--- config.mk ---
export PLATFORM = sky130hd
export DESIGN_NAME = lcwc_back
export DESIGN_NICKNAME = d
export VERILOG_FILES = /design/src/rtl/lcwc_pkg.sv /design/src/rtl/lcwc_back.sv
export SDC_FILE = /design/constraint.sdc
export NUM_CORES = 2
export LEC_CHECK = 0
export BUFFER_PORTS_ARGS = -buffer_cell sky130_fd_sc_hd__buf_2
export CORE_MARGIN = 4
export CORE_UTILIZATION = 33
export CTS_BUF_LIST = sky130_fd_sc_hd__clkbuf_4 sky130_fd_sc_hd__clkbuf_8 sky130_fd_sc_hd__clkbuf_16
export DETAILED_ROUTE_END_ITERATION = 10
export GPL_ROUTABILITY_DRIVEN = 0
export SYNTH_ARGS = -nofsm -noshare
export SYNTH_HDL_FRONTEND = slang
export SYNTH_SLANG_ARGS = --single-unit
--- constraint.sdc ---
create_clock -name clk -period 36.5 [get_ports clk]
set_clock_uncertainty 0.15 [all_clocks]
set_input_delay 0 -clock clk [delete_from_list [all_inputs] [get_ports clk]]
set_output_delay 0 -clock clk [all_outputs]
set_load 0.1 [all_outputs]
--- src/rtl/lcwc_pkg.sv ---
`default_nettype none
// ----------------------------------------------------------------------------
// lcwc_pkg: shared types and constants
// Widths, register indexes and the front-to-back job record.
// ----------------------------------------------------------------------------
package lcwc_pkg;

    localparam int MEDIAN_TAPS_DEF  = 9;
    localparam int AVERAGE_TAPS_DEF = 40;
    localparam int SAMPLE_BITS_DEF  = 24;

    localparam int SW = 24;   // sample word width
    localparam int OW = 26;   // offset width
    localparam int WW = 36;   // fine weight width

    localparam logic [2:0] REG_SCALE     = 3'd0;
    localparam logic [2:0] REG_THRESHOLD = 3'd1;
    localparam logic [2:0] REG_TICKS     = 3'd2;
    localparam logic [2:0] REG_BAND      = 3'd3;
    localparam logic [2:0] REG_STEP      = 3'd4;

    localparam logic [OW-1:0] OFFSET_MAX = 26'h1FF_FFFF;
    localparam logic [OW-1:0] OFFSET_MIN = 26'h200_0000;

    typedef struct packed {
        logic          tare;
        logic [SW-1:0] value;   // sign-extended sample or tare value
    } job_t;

endpackage
`default_nettype wire

--- src/rtl/lcwc_back.sv ---
`default_nettype none
// ----------------------------------------------------------------------------
// lcwc_back: filter and weighing engine
// Median by rank counting, moving average with serial divide, weighing and
// zero tracking, one job at a time.
// ----------------------------------------------------------------------------
module lcwc_back
    import lcwc_pkg::*;
#(
    parameter int MEDIAN_TAPS  = MEDIAN_TAPS_DEF,
    parameter int AVERAGE_TAPS = AVERAGE_TAPS_DEF
) (
    input  wire logic          clk,
    input  wire logic          rst_n,
    input  wire job_t          job,
    input  wire logic          job_valid,
    output logic               job_take,
    input  wire logic [23:0]   cfg_scale,
    input  wire logic [15:0]   cfg_threshold,
    input  wire logic [7:0]    cfg_ticks,
    input  wire logic [15:0]   cfg_band,
    input  wire logic [15:0]   cfg_step,
    output logic               empty,
    input  wire logic          pop,
    output logic [15:0]        weight_grams,
    output logic [WW-1:0]      weight_fine,
    output logic [SW-1:0]      filtered_counts,
    output logic               is_stable,
    output logic [OW-1:0]      current_offset
);
    localparam int MI = (MEDIAN_TAPS > 1) ? $clog2(MEDIAN_TAPS) : 1;
    localparam int MC = $clog2(MEDIAN_TAPS + 1);
    localparam int AI = (AVERAGE_TAPS > 1) ? $clog2(AVERAGE_TAPS) : 1;
    localparam int AC = $clog2(AVERAGE_TAPS + 1);
    localparam int SUMW = SW + AC + 1;
    localparam int DW = SUMW + 1;

    localparam logic [3:0] ST_IDLE = 4'd0, ST_TARE = 4'd1, ST_AVRD = 4'd2,
        ST_MED = 4'd3, ST_AVG = 4'd4, ST_DIV = 4'd5, ST_SUB = 4'd6,
        ST_MUL = 4'd7, ST_WGT = 4'd8, ST_TRK = 4'd9, ST_OUT = 4'd10;

    logic [3:0]  st_reg;
    logic [SW-1:0] med_reg [MEDIAN_TAPS];
    logic [MC-1:0] mfill_reg;
    logic [MI-1:0] mpos_reg;
    logic [SW-1:0] amem [AVERAGE_TAPS];
    logic [SW-1:0] ard_reg;
    logic [AC-1:0] afill_reg;
    logic [AI-1:0] apos_reg;
    logic [SUMW-1:0] sum_reg;
    logic [OW-1:0] off_reg;
    logic [WW-1:0] prev_reg;
    logic [7:0]  run_reg;
    logic [AI-1:0] tidx_reg;
    logic [MI-1:0] ci_reg;
    logic [SW-1:0] med_val_reg;
    logic [SW-1:0] s_reg;
    // divider
    logic [DW-1:0] rem_reg, quo_reg;
    logic        neg_reg;
    logic [6:0]  dcnt_reg;
    logic [SW-1:0] avg_reg;
    logic [OW:0] diff_reg;
    logic signed [OW+SW:0] prod_reg;
    logic [WW-1:0] w_reg;
    logic        stab_reg;
    // output stage
    logic        ovalid_reg;
    logic [15:0] og_reg;
    logic [WW-1:0] ow_reg;
    logic [SW-1:0] oa_reg;
    logic        os_reg;
    logic [OW-1:0] oo_reg;

    // rank of candidate ci within the window: count less and less-or-equal
    logic [MC-1:0] nlt, nle;
    logic [SW-1:0] cand;
    always_comb
    begin
        cand = med_reg[ci_reg];
        nlt = '0;
        nle = '0;
        for (int k = 0; k < MEDIAN_TAPS; k++)
        begin
            if (MC'(k) < mfill_reg)
            begin
                if ($signed(med_reg[k]) < $signed(cand)) nlt = nlt + 1'b1;
                if ($signed(med_reg[k]) <= $signed(cand)) nle = nle + 1'b1;
            end
        end
    end
    logic [MC-1:0] mid;
    assign mid = mfill_reg >> 1;

    logic [SUMW-1:0] sabs;
    logic [DW-1:0] trial;
    assign sabs  = sum_reg[SUMW-1] ? -sum_reg : sum_reg;
    assign trial = {rem_reg[DW-2:0], quo_reg[DW-1]} - DW'(afill_reg);

    logic signed [WW-1:0] wsh, dlt, adlt, aw;
    logic [7:0] run_n;
    logic       stab_n;
    logic signed [OW+1:0] offn;
    always_comb
    begin
        wsh  = WW'(prod_reg >>> 16);
        dlt  = wsh - $signed(prev_reg);
        adlt = dlt[WW-1] ? -dlt : dlt;
        run_n = run_reg;
        if (adlt < $signed({20'd0, cfg_threshold}))
        begin
            if (run_reg < cfg_ticks) run_n = run_reg + 1'b1;
        end
        else
            run_n = '0;
        stab_n = (run_n >= cfg_ticks);
        aw = w_reg[WW-1] ? -$signed(w_reg) : $signed(w_reg);
        offn = (OW+2)'($signed(off_reg));
        if (stab_reg && aw < $signed({20'd0, cfg_band}))
        begin
            if ($signed(avg_reg) > $signed(off_reg))
                offn = offn + $signed({2'b0, 10'd0, cfg_step});
            else if ($signed(avg_reg) < $signed(off_reg))
                offn = offn - $signed({2'b0, 10'd0, cfg_step});
        end
    end

    assign job_take = (st_reg == ST_IDLE) && job_valid && !ovalid_reg;
    assign empty = !ovalid_reg;
    assign weight_grams = og_reg;
    assign weight_fine = ow_reg;
    assign filtered_counts = oa_reg;
    assign is_stable = os_reg;
    assign current_offset = oo_reg;

    // average window memory: one write, one registered read
    always_ff @(posedge clk)
    begin
        if (st_reg == ST_TARE)
            amem[tidx_reg] <= s_reg;
        else if (st_reg == ST_AVG)
            amem[apos_reg] <= med_val_reg;
        ard_reg <= amem[apos_reg];
    end

    // datapath registers
    always_ff @(posedge clk)
    begin
        if (job_take)
            s_reg <= job.value;
        if (st_reg == ST_MED && nlt <= mid && mid < nle)
            med_val_reg <= cand;
        if (st_reg == ST_SUB)
            diff_reg <= (OW+1)'($signed(avg_reg)) - (OW+1)'($signed(off_reg));
        if (st_reg == ST_MUL)
            prod_reg <= $signed(diff_reg) * $signed(cfg_scale);
        if (st_reg == ST_WGT)
            w_reg <= wsh;
    end

    // sequencer
    always_ff @(posedge clk or negedge rst_n)
    begin
        if (!rst_n)
        begin
            st_reg <= ST_IDLE;
            for (int k = 0; k < MEDIAN_TAPS; k++) med_reg[k] <= '0;
            mfill_reg <= '0; mpos_reg <= '0;
            afill_reg <= '0; apos_reg <= '0; sum_reg <= '0;
            off_reg <= '0; prev_reg <= '0; run_reg <= '0;
            tidx_reg <= '0; ci_reg <= '0;
            rem_reg <= '0; quo_reg <= '0; neg_reg <= 1'b0; dcnt_reg <= '0;
            avg_reg <= '0; stab_reg <= 1'b0;
            ovalid_reg <= 1'b0;
            og_reg <= '0; ow_reg <= '0; oa_reg <= '0; os_reg <= 1'b0; oo_reg <= '0;
        end
        else
        begin
            if (pop && ovalid_reg)
                ovalid_reg <= 1'b0;
            unique case (st_reg)
                ST_IDLE:
                begin
                    if (job_take)
                    begin
                        tidx_reg <= '0;
                        st_reg <= job.tare ? ST_TARE : ST_AVRD;
                    end
                end
                ST_TARE:
                begin
                    // fill the average memory, one entry a cycle
                    for (int k = 0; k < MEDIAN_TAPS; k++) med_reg[k] <= s_reg;
                    if (tidx_reg == AI'(AVERAGE_TAPS - 1))
                    begin
                        off_reg <= OW'($signed(s_reg));
                        mfill_reg <= MC'(MEDIAN_TAPS); mpos_reg <= '0;
                        afill_reg <= AC'(AVERAGE_TAPS); apos_reg <= '0;
                        sum_reg <= SUMW'($signed(s_reg)) * SUMW'(AVERAGE_TAPS);
                        st_reg <= ST_IDLE;
                    end
                    else
                        tidx_reg <= tidx_reg + 1'b1;
                end
                ST_AVRD:
                begin
                    // insert into median window
                    med_reg[mpos_reg] <= s_reg;
                    mpos_reg <= (mpos_reg == MI'(MEDIAN_TAPS - 1)) ? '0 : mpos_reg + 1'b1;
                    if (mfill_reg < MC'(MEDIAN_TAPS)) mfill_reg <= mfill_reg + 1'b1;
                    ci_reg <= '0;
                    st_reg <= ST_MED;
                end
                ST_MED:
                begin
                    if (MC'(ci_reg) + 1'b1 >= mfill_reg)
                        st_reg <= ST_AVG;
                    else
                        ci_reg <= ci_reg + 1'b1;
                end
                ST_AVG:
                begin
                    if (afill_reg == AC'(AVERAGE_TAPS))
                        sum_reg <= sum_reg - SUMW'($signed(ard_reg))
                                   + SUMW'($signed(med_val_reg));
                    else
                    begin
                        sum_reg <= sum_reg + SUMW'($signed(med_val_reg));
                        afill_reg <= afill_reg + 1'b1;
                    end
                    apos_reg <= (apos_reg == AI'(AVERAGE_TAPS - 1)) ? '0 : apos_reg + 1'b1;
                    dcnt_reg <= 7'(DW + 1);
                    st_reg <= ST_DIV;
                end
                ST_DIV:
                begin
                    // restoring divide, one quotient bit a cycle
                    if (dcnt_reg == 7'(DW + 1))
                    begin
                        neg_reg <= sum_reg[SUMW-1];
                        quo_reg <= DW'(sabs);
                        rem_reg <= '0;
                        dcnt_reg <= dcnt_reg - 1'b1;
                    end
                    else if (dcnt_reg != '0)
                    begin
                        if (!trial[DW-1])
                        begin
                            rem_reg <= trial;
                            quo_reg <= {quo_reg[DW-2:0], 1'b1};
                        end
                        else
                        begin
                            rem_reg <= {rem_reg[DW-2:0], quo_reg[DW-1]};
                            quo_reg <= {quo_reg[DW-2:0], 1'b0};
                        end
                        dcnt_reg <= dcnt_reg - 1'b1;
                    end
                    else
                    begin
                        avg_reg <= neg_reg ? SW'(-quo_reg) : SW'(quo_reg);
                        st_reg <= ST_SUB;
                    end
                end
                ST_SUB: st_reg <= ST_MUL;
                ST_MUL: st_reg <= ST_WGT;
                ST_WGT:
                begin
                    run_reg <= run_n;
                    stab_reg <= stab_n;
                    prev_reg <= wsh;
                    st_reg <= ST_TRK;
                end
                ST_TRK:
                begin
                    if (offn > $signed({2'b00, OFFSET_MAX}))
                        off_reg <= OFFSET_MAX;
                    else if (offn < $signed({2'b11, OFFSET_MIN}))
                        off_reg <= OFFSET_MIN;
                    else
                        off_reg <= OW'(offn);
                    st_reg <= ST_OUT;
                end
                ST_OUT:
                begin
                    if (!ovalid_reg)
                    begin
                        ovalid_reg <= 1'b1;
                        og_reg <= w_reg[WW-1] ? 16'd0 :
                                  (w_reg[WW-2:24] != '0) ? 16'hFFFF : w_reg[23:8];
                        ow_reg <= w_reg;
                        oa_reg <= avg_reg;
                        os_reg <= stab_reg;
                        oo_reg <= off_reg;
                        st_reg <= ST_IDLE;
                    end
                end
                default: st_reg <= ST_IDLE;
            endcase
        end
    end

`ifndef NO_ASSERTIONS
    a_take_idle: assert property (@(posedge clk) disable iff (!rst_n)
        job_take |=> st_reg != ST_IDLE) else $error("job taken but engine idle");
    a_fill: assert property (@(posedge clk) disable iff (!rst_n)
        afill_reg <= AC'(AVERAGE_TAPS)) else $error("average fill overrun");
    a_mfill: assert property (@(posedge clk) disable iff (!rst_n)
        mfill_reg <= MC'(MEDIAN_TAPS)) else $error("median fill overrun");
    a_out_hold: assert property (@(posedge clk) disable iff (!rst_n)
        (ovalid_reg && !pop) |=> ovalid_reg) else $error("result lost");
`endif
endmodule
`default_nettype wire

==> results.ini <==
[floorplanning]
die_h_um=582
start_util=0.332
die_x_um=582
rows=210
core_area_um2=328000
die_area_um2=339000
io_pins=214

[critical_path]
rr_endpoint=med_val_reg[3]
cp_max_fo=32
startpoint=ci_reg[0]
regToRegStartpoint=ci_reg[0]
start_kind=flop
arrival_ns=12.02
cpMaxStageDelayCell=dfrtp_4
critPathMaxStageDelay_ns=0.77
endpoint=med_val_reg[3]
crit_type=reg -> reg
cp_common_cell=ha_1
crit_required_ns=36.82
reg2reg_slack_ns=24.80
cp-end-kind=flop
reg2reg_depth=48

[logic_synthesis]
yosys.area_share.simple=0.0974
syn_area_per_cell_um2=11.9
syn_area_um2=109000
yosys-top-cells-area=edfxtp_1 (30%), fa_1 (13%), dfrtp_1 (13%), ha_1 (7.4%), mux4_2 (6.9%)
yosysTopAreaCell=edfxtp_1
synth.mux.area_fraction=0.106
syn_inst=9115
synth-edff-count=1105
synth_top_family_by_area=adder cells
synthXorXnorAreaFrac=0.0259
ys_types=92
ys_warn_count=0
ys_async_sr_fraction=0.327
synth_top_area_share=0.305
ys.flop_type=edfxtp_1
synth_compound_area_frac=0.0816
synthAdderAreaFrac=0.205
syn-num-nets=10580
yosysSeqAreaShare=0.435
ys_ff_latch=1678

[cts]
h-tree-depth=4
ctsResizeCount=0
numClockSinks=1678
clkTransAtPathRegs_ns=0.07
numCtsBuffers=187
clockBufferDepth=4
clk_root_buffer_cell=clkbuf_16
insertion_delay_ns=0.90
cts_tree=yes

[detailed_routing]
vias_per_cell=5.30
wl_mm=309
drtAntennaViolNets=0
first_iter_violations=6501
drc=0
firstDrtPassIters=8
wl_per_cell_um=22.3
vias=73451

[sta]
fmax_mhz=85.5
finalMaxSlewViolations=0
rsz0062_at_grt=no
layout_min_cycle_time_ns=11.70
timing.final.ws_setup_ns=24.80
finalSetupTns_ns=0
fin_crit_sh=0.320
setup_viol=0
worstMarginPinSlew_ns=1.38
hold_viol=0
relSlewSlack=0.0798

[finish]
drive_above_1_share=0.150
largest_reg_flops=960
design_area_um2=123000
fin_nets=10811
fillCellCount=31260
post-route-util=0.374
syn_to_final_growth_pct=12.5

[global_routing]
grt_pass1_vias=75713
grt_usage=0.179
grt_max_degree=105
grt_overflow=0
grt_pass1_wl_mm=471
grt_antenna_before_repair=8

[place]
portBuffers=213
pre_cts_ws_ns=25.03
post_dp_cell_area_um2=115000
dp_hpwl_mm=221

[outcome]
run_status=completed

[worst_hold_path]
hold_path.class=in -> reg
worstHoldStart=job[24]

[run]
maxCapViolCount=0

[metal layers]
metal / track usage / part of all wire / vias up
met2: 0.296 / 0.48 / 2594
li1: - / - / 32532
met3: 0.0260 / 0.066 / 559
met1: 0.240 / 0.42 / 37760
met5: 0 / 0.00012 / -
met4: 0.0620 / 0.037 / 6
[synthesized netlist by cell type, drive strengths merged, types with 265 or more instances]
| cell type | instances |
|---|---|
| clkbuf | 361 |
| o21ai | 425 |
| ha | 647 |
| a21oi | 352 |
| inv | 1023 |
| mux2 | 276 |
| dfrtp | 549 |
| mux4 | 336 |
| edfxtp | 1105 |
| fa | 709 |
| nand2 | 917 |
| and2 | 265 |
| nor2 | 357 |
[critical path: cells and delay by family (launching register included)]
kind            cells  cell delay [ns]
fa+ha+maj          10             2.89
mux                 7             1.80
flops               1             0.77
simple gates       14             1.63
compound gates     12             2.46
buf+inv             5             1.55
[worst min path at each step]
stage / end / slack, ns / depth (start not counted)
2_1_floorplan: afill_reg[0] / -0.45 / 0
3_3_place_gp: run_reg[7] / -0.13 / 1
3_5_place_dp: run_reg[7] / -0.12 / 1
4_1_cts: off_reg[9] / 0.02 / 8
5_1_grt: off_reg[9] / 0.09 / 8
6_report: st_reg[1] / 0.07 / 5
[logic make-up (layout without fill, tap and decap cells)]
kind of cell               after synthesis  after routing
AOI/OAI and AO/OA                     1415           1415
xor gates and xnor gates               319            319
adders and majority gates             1356           1356
buffers and inverters                 1429           1816
DFF                                   1678           1678
muxes                                  698            698
other                                    0              3
and+or+nand+nor                       2220           2220
[layout make-up]
class                           instances  area [um2]  area share
Tap cell                             4346        5440      0.0444
Clock buffer                          242        5180      0.0422
Sequential cell                      1678       47400       0.387
Timing Repair Buffer                  448        3060      0.0250
Clock inverter                        103        1170     0.00958
Multi-Input combinational cell       6008       56500       0.461
Inverter                             1023        3840      0.0313
Antenna cell                            3        7.51   0.0000612
[timing repair]
action	in CTS	in global routing
hold buffers	76	0
endpoints found under the hold margin	347	0
setup buffers	0	0
[cells in the final DEF (no fill, tap or decap), types with 32 or more instances in the layout]
master and n:
o21a_1 75, nor3_1 101, ha_1 647, nor4_1 36, nand3_1 107, buf_4 158, nand2_1 914, o22ai_1 43
buf_2 212, nor2b_1 94, or3_1 36, nor2_2 39, o31ai_1 62, inv_1 1023, a21oi_1 348, clkbuf_4 47
a21o_1 108, fa_1 709, dfrtp_1 541, mux2i_1 86, clkinv_1 33, and2_1 263, xnor2_1 211, xor2_1 106
clkbuf_16 190, a211oi_1 61, edfxtp_1 1105, dlygate4sd3_1 75, mux2_2 276, mux4_2 336, nand4_1 92, nor2_1 315
nand2b_1 97, o21ai_0 396, o211ai_1 32
[per-stage QoR]
step / cells / hold slack (ns)
after CTS: 13848 / 0.0167
after global routing: 13849 / 0.0947
after floorplan: 9115 / -0.446
after global placement: 13427 / -0.130
after detailed placement: 13427 / -0.123
final: 13851 / 0.0688
Power is left out: the tool's default activity adds up to more than one toggle a clock period on the data nets, which glitch-free logic cannot reach.
