## src/rtl/lcwc_pkg.sv

```systemverilog
`default_nettype none
// ----------------------------------------------------------------------------
// lcwc_pkg: shared types and constants
// Widths, register indexes and the front-to-back job record.
// ----------------------------------------------------------------------------
package lcwc_pkg;

    localparam int MEDIAN_TAPS_DEF  = 9;
    localparam int AVERAGE_TAPS_DEF = 40;
    localparam int SAMPLE_BITS_DEF  = 24;

    localparam int SW = 24;   // sample word width
    localparam int OW = 26;   // offset width
    localparam int WW = 36;   // fine weight width

    localparam logic [2:0] REG_SCALE     = 3'd0;
    localparam logic [2:0] REG_THRESHOLD = 3'd1;
    localparam logic [2:0] REG_TICKS     = 3'd2;
    localparam logic [2:0] REG_BAND      = 3'd3;
    localparam logic [2:0] REG_STEP      = 3'd4;

    localparam logic [OW-1:0] OFFSET_MAX = 26'h1FF_FFFF;
    localparam logic [OW-1:0] OFFSET_MIN = 26'h200_0000;

    typedef struct packed {
        logic          tare;
        logic [SW-1:0] value;   // sign-extended sample or tare value
    } job_t;

endpackage
`default_nettype wire

```

## src/rtl/lcwc_front.sv

```systemverilog
`default_nettype none
// ----------------------------------------------------------------------------
// lcwc_front: intake and classification
// Sign-extends converter words, drops rejected codes and queues jobs.
// ----------------------------------------------------------------------------
module lcwc_front
    import lcwc_pkg::*;
#(
    parameter int SAMPLE_BITS = SAMPLE_BITS_DEF
) (
    input  wire logic          clk,
    input  wire logic          rst_n,
    input  wire logic          push,
    output logic               full,
    input  wire logic          opcode,
    input  wire logic [SW-1:0] raw_code,
    input  wire logic [SW-1:0] tare_counts,
    output job_t               job,
    output logic               job_valid,
    input  wire logic          job_take
);
    localparam int QD = 2;

    job_t       q_reg [QD];
    logic [0:0] wr_reg, rd_reg;
    logic [1:0] cnt_reg;
    logic [SAMPLE_BITS-1:0] s;
    logic [SW-1:0] sx;
    logic       reject, acc, keep;

    // classify
    always_comb
    begin
        s  = raw_code[SAMPLE_BITS-1:0];
        sx = SW'($signed(s));
        reject = (s == '0) || (s == '1) ||
                 (s == {1'b0, {(SAMPLE_BITS-1){1'b1}}}) ||
                 (s == {1'b1, {(SAMPLE_BITS-1){1'b0}}});
    end

    assign full      = (cnt_reg == 2'(QD));
    assign acc       = push && !full;
    assign keep      = acc && (opcode || !reject);
    assign job_valid = (cnt_reg != 2'd0);
    assign job       = q_reg[rd_reg];

    // hold queued jobs
    always_ff @(posedge clk)
    begin
        if (keep)
        begin
            q_reg[wr_reg].tare  <= opcode;
            q_reg[wr_reg].value <= opcode ? tare_counts : sx;
        end
    end

    // advance pointers
    always_ff @(posedge clk or negedge rst_n)
    begin
        if (!rst_n)
        begin
            wr_reg  <= '0;
            rd_reg  <= '0;
            cnt_reg <= '0;
        end
        else
        begin
            if (keep)
                wr_reg <= wr_reg + 1'b1;
            if (job_take && job_valid)
                rd_reg <= rd_reg + 1'b1;
            cnt_reg <= cnt_reg + 2'(keep) - 2'(job_take && job_valid);
        end
    end

`ifndef NO_ASSERTIONS
    a_no_over: assert property (@(posedge clk) disable iff (!rst_n)
        full |-> !keep) else $error("queue overflow");
    a_no_under: assert property (@(posedge clk) disable iff (!rst_n)
        job_take |-> job_valid) else $error("take from empty queue");
    a_cnt: assert property (@(posedge clk) disable iff (!rst_n)
        cnt_reg <= 2'(QD)) else $error("queue count out of range");
`endif
endmodule
`default_nettype wire

```

## config.mk

```make
export PLATFORM = sky130hd
export DESIGN_NAME = lcwc_front
export DESIGN_NICKNAME = d
export VERILOG_FILES = /design/src/rtl/lcwc_pkg.sv /design/src/rtl/lcwc_front.sv
export SDC_FILE = /design/constraint.sdc
export NUM_CORES = 1
export LEC_CHECK = 0
export ABC_AREA = 0
export BUFFER_PORTS_ARGS = -buffer_cell sky130_fd_sc_hd__buf_4
export CAP_MARGIN = 40
export CORE_MARGIN = 2
export CORE_UTILIZATION = 50
export CTS_CLUSTER_DIAMETER = 60
export DETAILED_ROUTE_END_ITERATION = 7
export PLACE_DENSITY = 0.79
export SLEW_MARGIN = 20
export SYNTH_ARGS = -nofsm -noshare
export SYNTH_HDL_FRONTEND = slang
export SYNTH_SLANG_ARGS = --single-unit
```

## constraint.sdc

```tcl
create_clock -name clk -period 5.5 [get_ports clk]
set_input_delay 0 -clock clk [delete_from_list [all_inputs] [get_ports clk]]
set_output_delay 0 -clock clk [all_outputs]
set_load 0.02 [all_outputs]
```

==> impl_metrics.ini, run 1 <==
[power_and_ir_drop]
pwr-share-clk_pct = 15.4
swShare_pct = 32.8
powerDensity_nw_per_um2 = 437
vdd_drop_max_uv = 222
p_int_mw = 0.960
power_frac_seq_pct = 43.0
leakagePower_nw = 1.25
p_comb_share_pct = 41.6
netSwitchingPower_mw = 0.468

[synth]
synth.most_common_cell = edfxtp_1
synth-edff-count = 50
ys.flop_type = edfxtp_1
syn_area_sq_um = 2470
synth_nets = 205
async_reset_ff_share_pct = 7.41
yosysWarnings = 0
synth.avg_cell_area_sq_um = 16.5
ys_top_cells_by_count = 50 x edfxtp_1, 49 x mux2_2, 5 x buf_2, 5 x nand4_1, 5 x nor4_1
ys_ff_latch = 54
yosysTopAreaCellShare_pct = 60.7
yosysUniqueCellTypes = 30
synthTopCellsByArea = edfxtp_1 61%, mux2_2 22%, dfrtp_1 4.0%, nand4_1 1.3%, nor4_1 1.3%
ys_seq_area_share_pct = 64.8
synth_top_area_cell = edfxtp_1
syn_inst = 150

[global_route]
antenna_found_initial = 0
track_usage_pct = 18.5
grt_max_degree = 28
overflow = 0
first_global_vias = 1583
grt_pass1_wl_microns = 7400

[die]
die-area_sq_um = 5520
die_x_microns = 74.3
core_sq_um = 4750
die_h_microns = 74.3
fp-row-count = 25
io_pins = 80
start_util_pct = 52.0

[clocking]
cts_tree = yes
cts_buffers = 5
clock_latency_ps = 300
cts_resized = 0
cts.sinks = 54
cts-root-buf = clkbuf_8
clk_pin_slew_worst_paths_ps = 80
h-tree-depth = 2
cts_buffer_depth = 2

[timing]
relSlewSlack_pct = 48.9
setup-violations-final = 0
fin_crit_sh_pct = 38.0
final_hold_viol_count = 0
finalMaxSlewViolations = 0
skew_ps = 6.94
fmax_ghz = 0.479
worst_pin_slew_ps = 762
setup-tns-final_ps = 0
fin_crit_ps = 2090
rsz0062_at_grt = no
timing.final.ws_setup_ps = 3410

[drt]
drt-initial-drc-count = 96
wl_microns = 4860
detail_route.wl_per_cell_microns = 16.0
drtPass1Iterations = 4
ant_nets = 0
drc = 0
via_per_inst = 5.24
vias = 1587

[job]
cap_violations = 0

[final_layout]
largest_reg_flops = 50
diodes = 0
layout-drive-gt1-share_pct = 62.3
regArea_sq_um = 1600
fin_nets = 290
area_growth_pct = 32.1
nFillCells = 348
multiInputGateArea_sq_um = 832

[placement]
port_buffers = 79
gp_congestion = 0.788
dpl_worst_slack_ps = 3400
hpwl_microns = 3710

[critical_path]
startpoint_type = flop
endpoint_kind = flop
required_ps = 5500
crit_family = compound AO/OA/AOI/OAI gates
path_class = flop to flop
critPathMaxFanout = 13
slowest_stage = a21boi_2
cp_num_buf_inv = 1
crit_chain = nor2b_1 -> nor3_1 -> a21boi_2 -> buf_4
worst_path_largest_cell_delay_ps = 650
critPathArrivalTime_ps = 2090

[run_status]
status = finished, final reports clean

[hold_path]
hp-class = primary input to async pin
worst reg2reg max path: cells and delay by family, from the launching register on:
kind            cells  cell delay (ps)
compound gates      1              650
flops               1              400
simple gates        2              380
buf+inv             1              350
placed cells by master, fill, tap and decap left out, types with 2 or more instances in the layout:
| cell type | instances |
|---|---|
| buf_4 | 82 |
| edfxtp_1 | 50 |
| mux2_2 | 49 |
| clkbuf_8 | 6 |
| nor4_1 | 5 |
| nand4_1 | 5 |
| inv_1 | 4 |
| dfrtp_1 | 4 |
| or2_2 | 2 |
| nor3_1 | 2 |
| nand2_1 | 2 |
| xnor2_1 | 2 |
| ha_1 | 2 |
| clkbuf_1 | 2 |
repair_timing:
action	in CTS	in global routing
hold buffers	1	0
endpoints found under the hold margin	4	0
setup endpoints to repair	0	0
setup buffers	0	0
kinds of logic (layout without fill, tap and decap cells):
family                   Yosys count  in the layout  synth area share (%)
AO/OA/AOI/OAI                      7              7                  2.48
XOR/XNOR                           3              3                  1.06
adder cells (fa/ha/maj)            2              2                  1.01
buffers and inverters             11             97                  1.92
flip-flops                        54             54                  64.8
multiplexers                      49             49                  22.3
AND/OR/NAND/NOR                   24             24                  6.43
final timing paths:
kind / startpoint / to / slack, ps / cells after the start
worst max-delay path: cnt_reg[1]$_DFF_PN0_ / q_reg[0][10]$_DFFE_PP_ / 3410 / 4
worst min-delay path: rst_n / rd_reg$_DFFE_PN0P_ / 20 / 2
worst max register to register: cnt_reg[1]$_DFF_PN0_ / q_reg[0][10]$_DFFE_PP_ / 3410 / 4
worst min register to register: cnt_reg[1]$_DFF_PN0_ / cnt_reg[1]$_DFF_PN0_ / 490 / 1
max in group asynchronous: rst_n / wr_reg$_DFFE_PN0N_ / 5380 / 2
min in group clk: tare_counts[4] / q_reg[1][4]$_DFFE_PP_ / 20 / 2
stage by stage:
stage	utilization [%]	hold slack, ps	cell area (sq um)	total power, mW	cells
6_report	68.7	16.9	3270	1.43	303
5_1_grt	68.7	8.11	3270	1.50	303
4_1_cts	68.7	11.6	3270	1.44	303
3_5_place_dp	66.6	-200	3170	1.22	294
3_3_place_gp	66.3	-200	3150	1.20	293
2_1_floorplan	-	-296	2470	0.978	150
area by class of cell:
class                   instances  area share [%]
well taps                      67            2.57
inverters                       5           0.574
multi-input cells              85            25.5
flip-flops and latches         54            49.0
clock buffers                   8            2.76
repair buffers                 84            19.6
layer usage:
metal | part of all wire [%] | wire length, microns | track usage (%) | up-vias
li1 | - | - | - | 761
met1 | 42 | 2060 | 23.5 | 751
met2 | 48 | 2350 | 31.6 | 70
met3 | 8.6 | 420 | 5.01 | 5
met4 | 0.51 | 25 | 5.16 | 0
met5 | 0 | 0 | 0 | -
power groups by stage:
stage | logic (mW) | registers (mW) | clock network (mW)
floorplan | 0.376 | 0.602 | 0
detailed placement | 0.598 | 0.625 | 0
finish | 0.594 | 0.614 | 0.220
CTS | 0.602 | 0.616 | 0.223
global placement | 0.566 | 0.636 | 0
global route | 0.635 | 0.625 | 0.239
No activity file was read; power rests on OpenSTA's default activity.
==> run 2, diff against run 1 <==
Settings changed: CORE_UTILIZATION 50 to 45, PLACE_DENSITY 0.79 to 0.75.
Clock period 5.5 ns to 1.7 ns, I/O delays scaled along.
==> impl_metrics.ini, run 2 (synthesis gave the netlist of run 1 again) <==
[run_status]
status = finished, final reports clean

[timing]
fmax_ghz = 0.602
fin_crit_ps = 1660
relSlewSlack_pct = 78.0
setup-violations-final = 0
worst_pin_slew_ps = 330
holdWs_ps = 16.8
fin_crit_sh_pct = 97.7
finalMaxSlewViolations = 0
final_hold_viol_count = 0
timing.final.ws_setup_ps = 39.5
skew_ps = 3.56

[hold_path]
hp-class = primary input to async pin

[drt]
ant_nets = 0
detail_route.wl_per_cell_microns = 16.5
drtPass1Iterations = 4
via_per_inst = 5.22
drt-initial-drc-count = 69
vias = 1660
drc = 0
wl_microns = 5240

[die]
die-area_sq_um = 6100
die_h_microns = 78.1
die_x_microns = 78.1
io_pins = 80
start_util_pct = 47.5
core_sq_um = 5200
fp-row-count = 26

[placement]
dpl_worst_slack_ps = -85.4
port_buffers = 79
gp_congestion = 0.848
post-place-cells = 306
hpwl_microns = 3880

[global_route]
first_global_vias = 1635
antenna_found_initial = 0
overflow = 0
grt_max_degree = 27
grt_pass1_wl_microns = 8390
track_usage_pct = 17.9

[critical_path]
slowest_stage = dfrtp_1
critPathMaxFanout = 3
setup.worst_path.start = cnt_reg[1]$_DFF_PN0_
startpoint_type = flop
cp.depth = 7
crit_family = adder cells
reg2reg_depth = 7
crit_chain = or2_4 -> and2_4 -> ha_1 -> inv_1 -> ha_2 -> xnor2_2 -> xnor2_1
cp_num_buf_inv = 1
path_class = flop to flop
critPathArrivalTime_ps = 1850
endpoint_kind = flop
r2r_start = cnt_reg[1]$_DFF_PN0_
required_ps = 1890
worst_path_largest_cell_delay_ps = 410

[power_and_ir_drop]
leakagePower_nw = 1.32
finalPower_mw = 4.88
vdd_drop_max_uv = 936
powerDensity_nw_per_um2 = 1430

[clocking]
cts_buffers = 5
cts.sinks = 54
h-tree-depth = 2
clk_pin_slew_worst_paths_ps = 90
cts_buffer_depth = 2
cts_tree = yes
cts-root-buf = clkbuf_8
clock_latency_ps = 300

[final_layout]
nFillCells = 426
final_util_pct = 65.6
diodes = 0
final_common_cell = buf_4
largest_reg_flops = 50
instances_no_fill = 318
layout-drive-gt1-share_pct = 65.7
layout_common_cells = 93 x buf_4, 50 x edfxtp_1, 49 x mux2_2
area_growth_pct = 38.1
fin_nets = 302

[job]
cap_violations = 0
[run 2: power by group]
| part | internal, mW | switching, mW | total, mW |
|---|---|---|---|
| clock | 0.332 | 0.371 | 0.703 |
| combinational | 1.12 | 1.13 | 2.25 |
| sequential | 1.84 | 0.0860 | 1.92 |
[run 2: layer usage]
metal	global-route usage (%)	part of all wire, %
met5	0	0
met4	5.26	0.69
met3	3.91	3.4
met2	31.5	56
met1	22.2	40
[run 2: final timing paths]
check                                         end  slack [ps]
max                          cnt_reg[1]$_DFF_PN0_          40
min                            rd_reg$_DFFE_PN0P_          20
max reg2reg                  cnt_reg[1]$_DFF_PN0_          40
min reg2reg                  cnt_reg[1]$_DFF_PN0_         600
max in group asynchronous    cnt_reg[1]$_DFF_PN0_        1580
min in group clk           q_reg[0][23]$_DFFE_PP_          20
[run 2: area by class of cell]
| class | instances | area, sq um | area share [%] |
|---|---|---|---|
| multi-input cells | 85 | 867 | 25.4 |
| well taps | 70 | 87.6 | 2.57 |
| repair buffers | 96 | 748 | 21.9 |
| flip-flops and latches | 54 | 1600 | 46.9 |
| clock buffers | 8 | 90.1 | 2.64 |
| inverters | 5 | 18.8 | 0.550 |
[run 2: timing repair]
action	CTS	global route
gates resized for setup	3	1
endpoints found under the setup margin	1	22
gates cloned	0	0
setup buffers	0	3
hold buffers	1	0
pin swaps	2	4
hold endpoints to repair	4	0
[run 2: worst register-to-register path, stage by stage (launching register included)]
cell	delay (ps)
dfrtp_1	410
or2_4	240
and2_4	160
ha_1	280
inv_1	50
ha_2	180
xnor2_2	130
xnor2_1	120
[run 2: through the flow]
stage / cell area (sq um) / TNS (ps)
after detailed placement: 3280 / -85.4
after floorplan: 2500 / -10980
after global placement: 3280 / -188
after CTS: 3380 / 0
after global routing: 3410 / -8.19
final: 3410 / 0
==> run 3, diff against run 2 <==
==> constraint.sdc (replaced) <==
create_clock -name clk -period 1.7 [get_ports clk]
set_input_delay 0.085 -clock clk [delete_from_list [all_inputs] [get_ports clk]]
set_output_delay 0.085 -clock clk [all_outputs]
set_load 0.02 [all_outputs]
==> impl_metrics.ini, run 3 (synthesis gave the netlist of run 1 again) <==
[critical_path]
setup.worst_path.start = cnt_reg[0]$_DFF_PN0_
slowest_stage = dfrtp_1
reg2reg_depth = 7
r2r_start = cnt_reg[0]$_DFF_PN0_
critPathMaxFanout = 2
path_class = flop to flop
crit_end = cnt_reg[1]$_DFF_PN0_
endpoint_kind = flop
reg2reg_slack_ps = 30
r2r_end = cnt_reg[1]$_DFF_PN0_
cp_num_buf_inv = 1
required_ps = 1900
crit_chain = or2_4 -> and2_4 -> ha_4 -> inv_1 -> ha_4 -> xnor2_2 -> xnor2_1
crit_family = simple AND/OR/NAND/NOR gates
cp.depth = 7
path_common_cell = ha_4
critPathArrivalTime_ps = 1870
worst_path_largest_cell_delay_ps = 390
startpoint_type = flop

[power_and_ir_drop]
p_comb_share_pct = 46.0
power_frac_seq_pct = 38.2
vdd_drop_max_uv = 1130
swShare_pct = 32.0
p_int_mw = 3.43
pwr-share-clk_pct = 15.9
powerDensity_nw_per_um2 = 1450
leakagePower_nw = 1.33
finalPower_mw = 5.05
netSwitchingPower_mw = 1.62

[die]
io_pins = 80
fp-row-count = 26
die_h_microns = 78.1
die-area_sq_um = 6100
start_util_pct = 47.5
core_sq_um = 5200
die_x_microns = 78.1

[final_layout]
diodes = 0
design_area_sq_um = 3470
final_common_cell = buf_4
nFillCells = 381
layout-drive-gt1-share_pct = 66.4
largest_reg_flops = 50
layout_common_cells = 91 x buf_4, 50 x edfxtp_1, 49 x mux2_2
regArea_sq_um = 1600
fin_nets = 301
final_util_pct = 66.7
multiInputGateArea_sq_um = 902
area_growth_pct = 40.3
instances_no_fill = 317

[timing]
finalMaxSlewViolations = 0
holdWs_ps = 111
fin_crit_sh_pct = 98.0
relSlewSlack_pct = 70.3
fin_crit_ps = 1670
setup-tns-final_ps = 0
final_hold_viol_count = 0
skew_ps = 5.95
setup-violations-final = 0
timing.final.ws_setup_ps = 33.6
worst_pin_slew_ps = 446
fmax_ghz = 0.600

[drt]
drtPass1Iterations = 4
drt-initial-drc-count = 89
detail_route.wl_per_cell_microns = 16.5
wl_microns = 5240
ant_nets = 0
via_per_inst = 5.17
drc = 0
vias = 1640

[placement]
post-place-cells = 308
placed_cell_area_sq_um = 3300
hpwl_microns = 4000
dpl_worst_slack_ps = -56.1
port_buffers = 79
gp_congestion = 0.841

[clocking]
cts_setup_buffers = 0
clk_pin_slew_worst_paths_ps = 90
cts.sinks = 54
cts_buffers = 5
cts_buffer_depth = 2
cts-root-buf = clkbuf_8
h-tree-depth = 2
clock_latency_ps = 290
cts_tree = yes

[global_route]
track_usage_pct = 17.1
first_global_vias = 1676
grt_pass1_wl_microns = 8030
grt_max_degree = 18
overflow = 0
antenna_found_initial = 0

[run_status]
status = finished, final reports clean

[job]
cap_violations = 0

[hold_path]
hp-class = primary input to flop
run 3: cell types whose count changed in the layout (fill, tap and decap cells not counted), sizes merged:
| cell | change |
|---|---|
| clkinv | +1 |
| buf | -1 |
| bufinv | +1 |
| clkbuf | -2 |
run 3: layout make-up:
| class | count | share of cell area [%] |
|---|---|---|
| well taps | 70 | 2.52 |
| clock inverters | 2 | 0.974 |
| multi-input cells | 85 | 26.0 |
| inverters | 5 | 0.541 |
| repair buffers | 95 | 21.7 |
| clock buffers | 6 | 2.09 |
| flip-flops and latches | 54 | 46.2 |
run 3: how the worst min path moves through the flow:
stage / cells past startpoint / slack, ps / startpoint / endpoint
floorplan: 0 / -210 / rst_n / cnt_reg[0]$_DFF_PN0_
global placement: 1 / -120 / rst_n / cnt_reg[0]$_DFF_PN0_
detailed placement: 1 / -110 / rst_n / cnt_reg[0]$_DFF_PN0_
CTS: 2 / 110 / tare_counts[23] / q_reg[0][23]$_DFFE_PP_
global route: 2 / 110 / tare_counts[9] / q_reg[0][9]$_DFFE_PP_
finish: 2 / 110 / tare_counts[23] / q_reg[0][23]$_DFFE_PP_
run 3: power by group through the flow:
stage | Combinational (mW) | Sequential [mW] | Clock, mW
after detailed placement | 2.23 | 1.95 | 0
after global routing | 2.47 | 1.95 | 0.863
after CTS | 2.28 | 1.93 | 0.816
final | 2.32 | 1.93 | 0.800
after global placement | 2.20 | 1.93 | 0
after floorplan | 1.26 | 1.94 | 0
run 3: routing by layer:
layer,part of all wire [%],track usage (%),vias to the layer above
met4,1.8,5.61,0
met5,0,0,-
met1,39,20.3,821
li1,-,-,782
met3,2.5,2.99,10
met2,57,31.4,27
run 3: what timing repair did:
item                                    4_1_cts  5_1_grt
resized for setup                             3        5
endpoints found under the hold margin         4        0
hold buffers                                  1        0
endpoints found under the setup margin        1       31
pin swaps                                     2        3
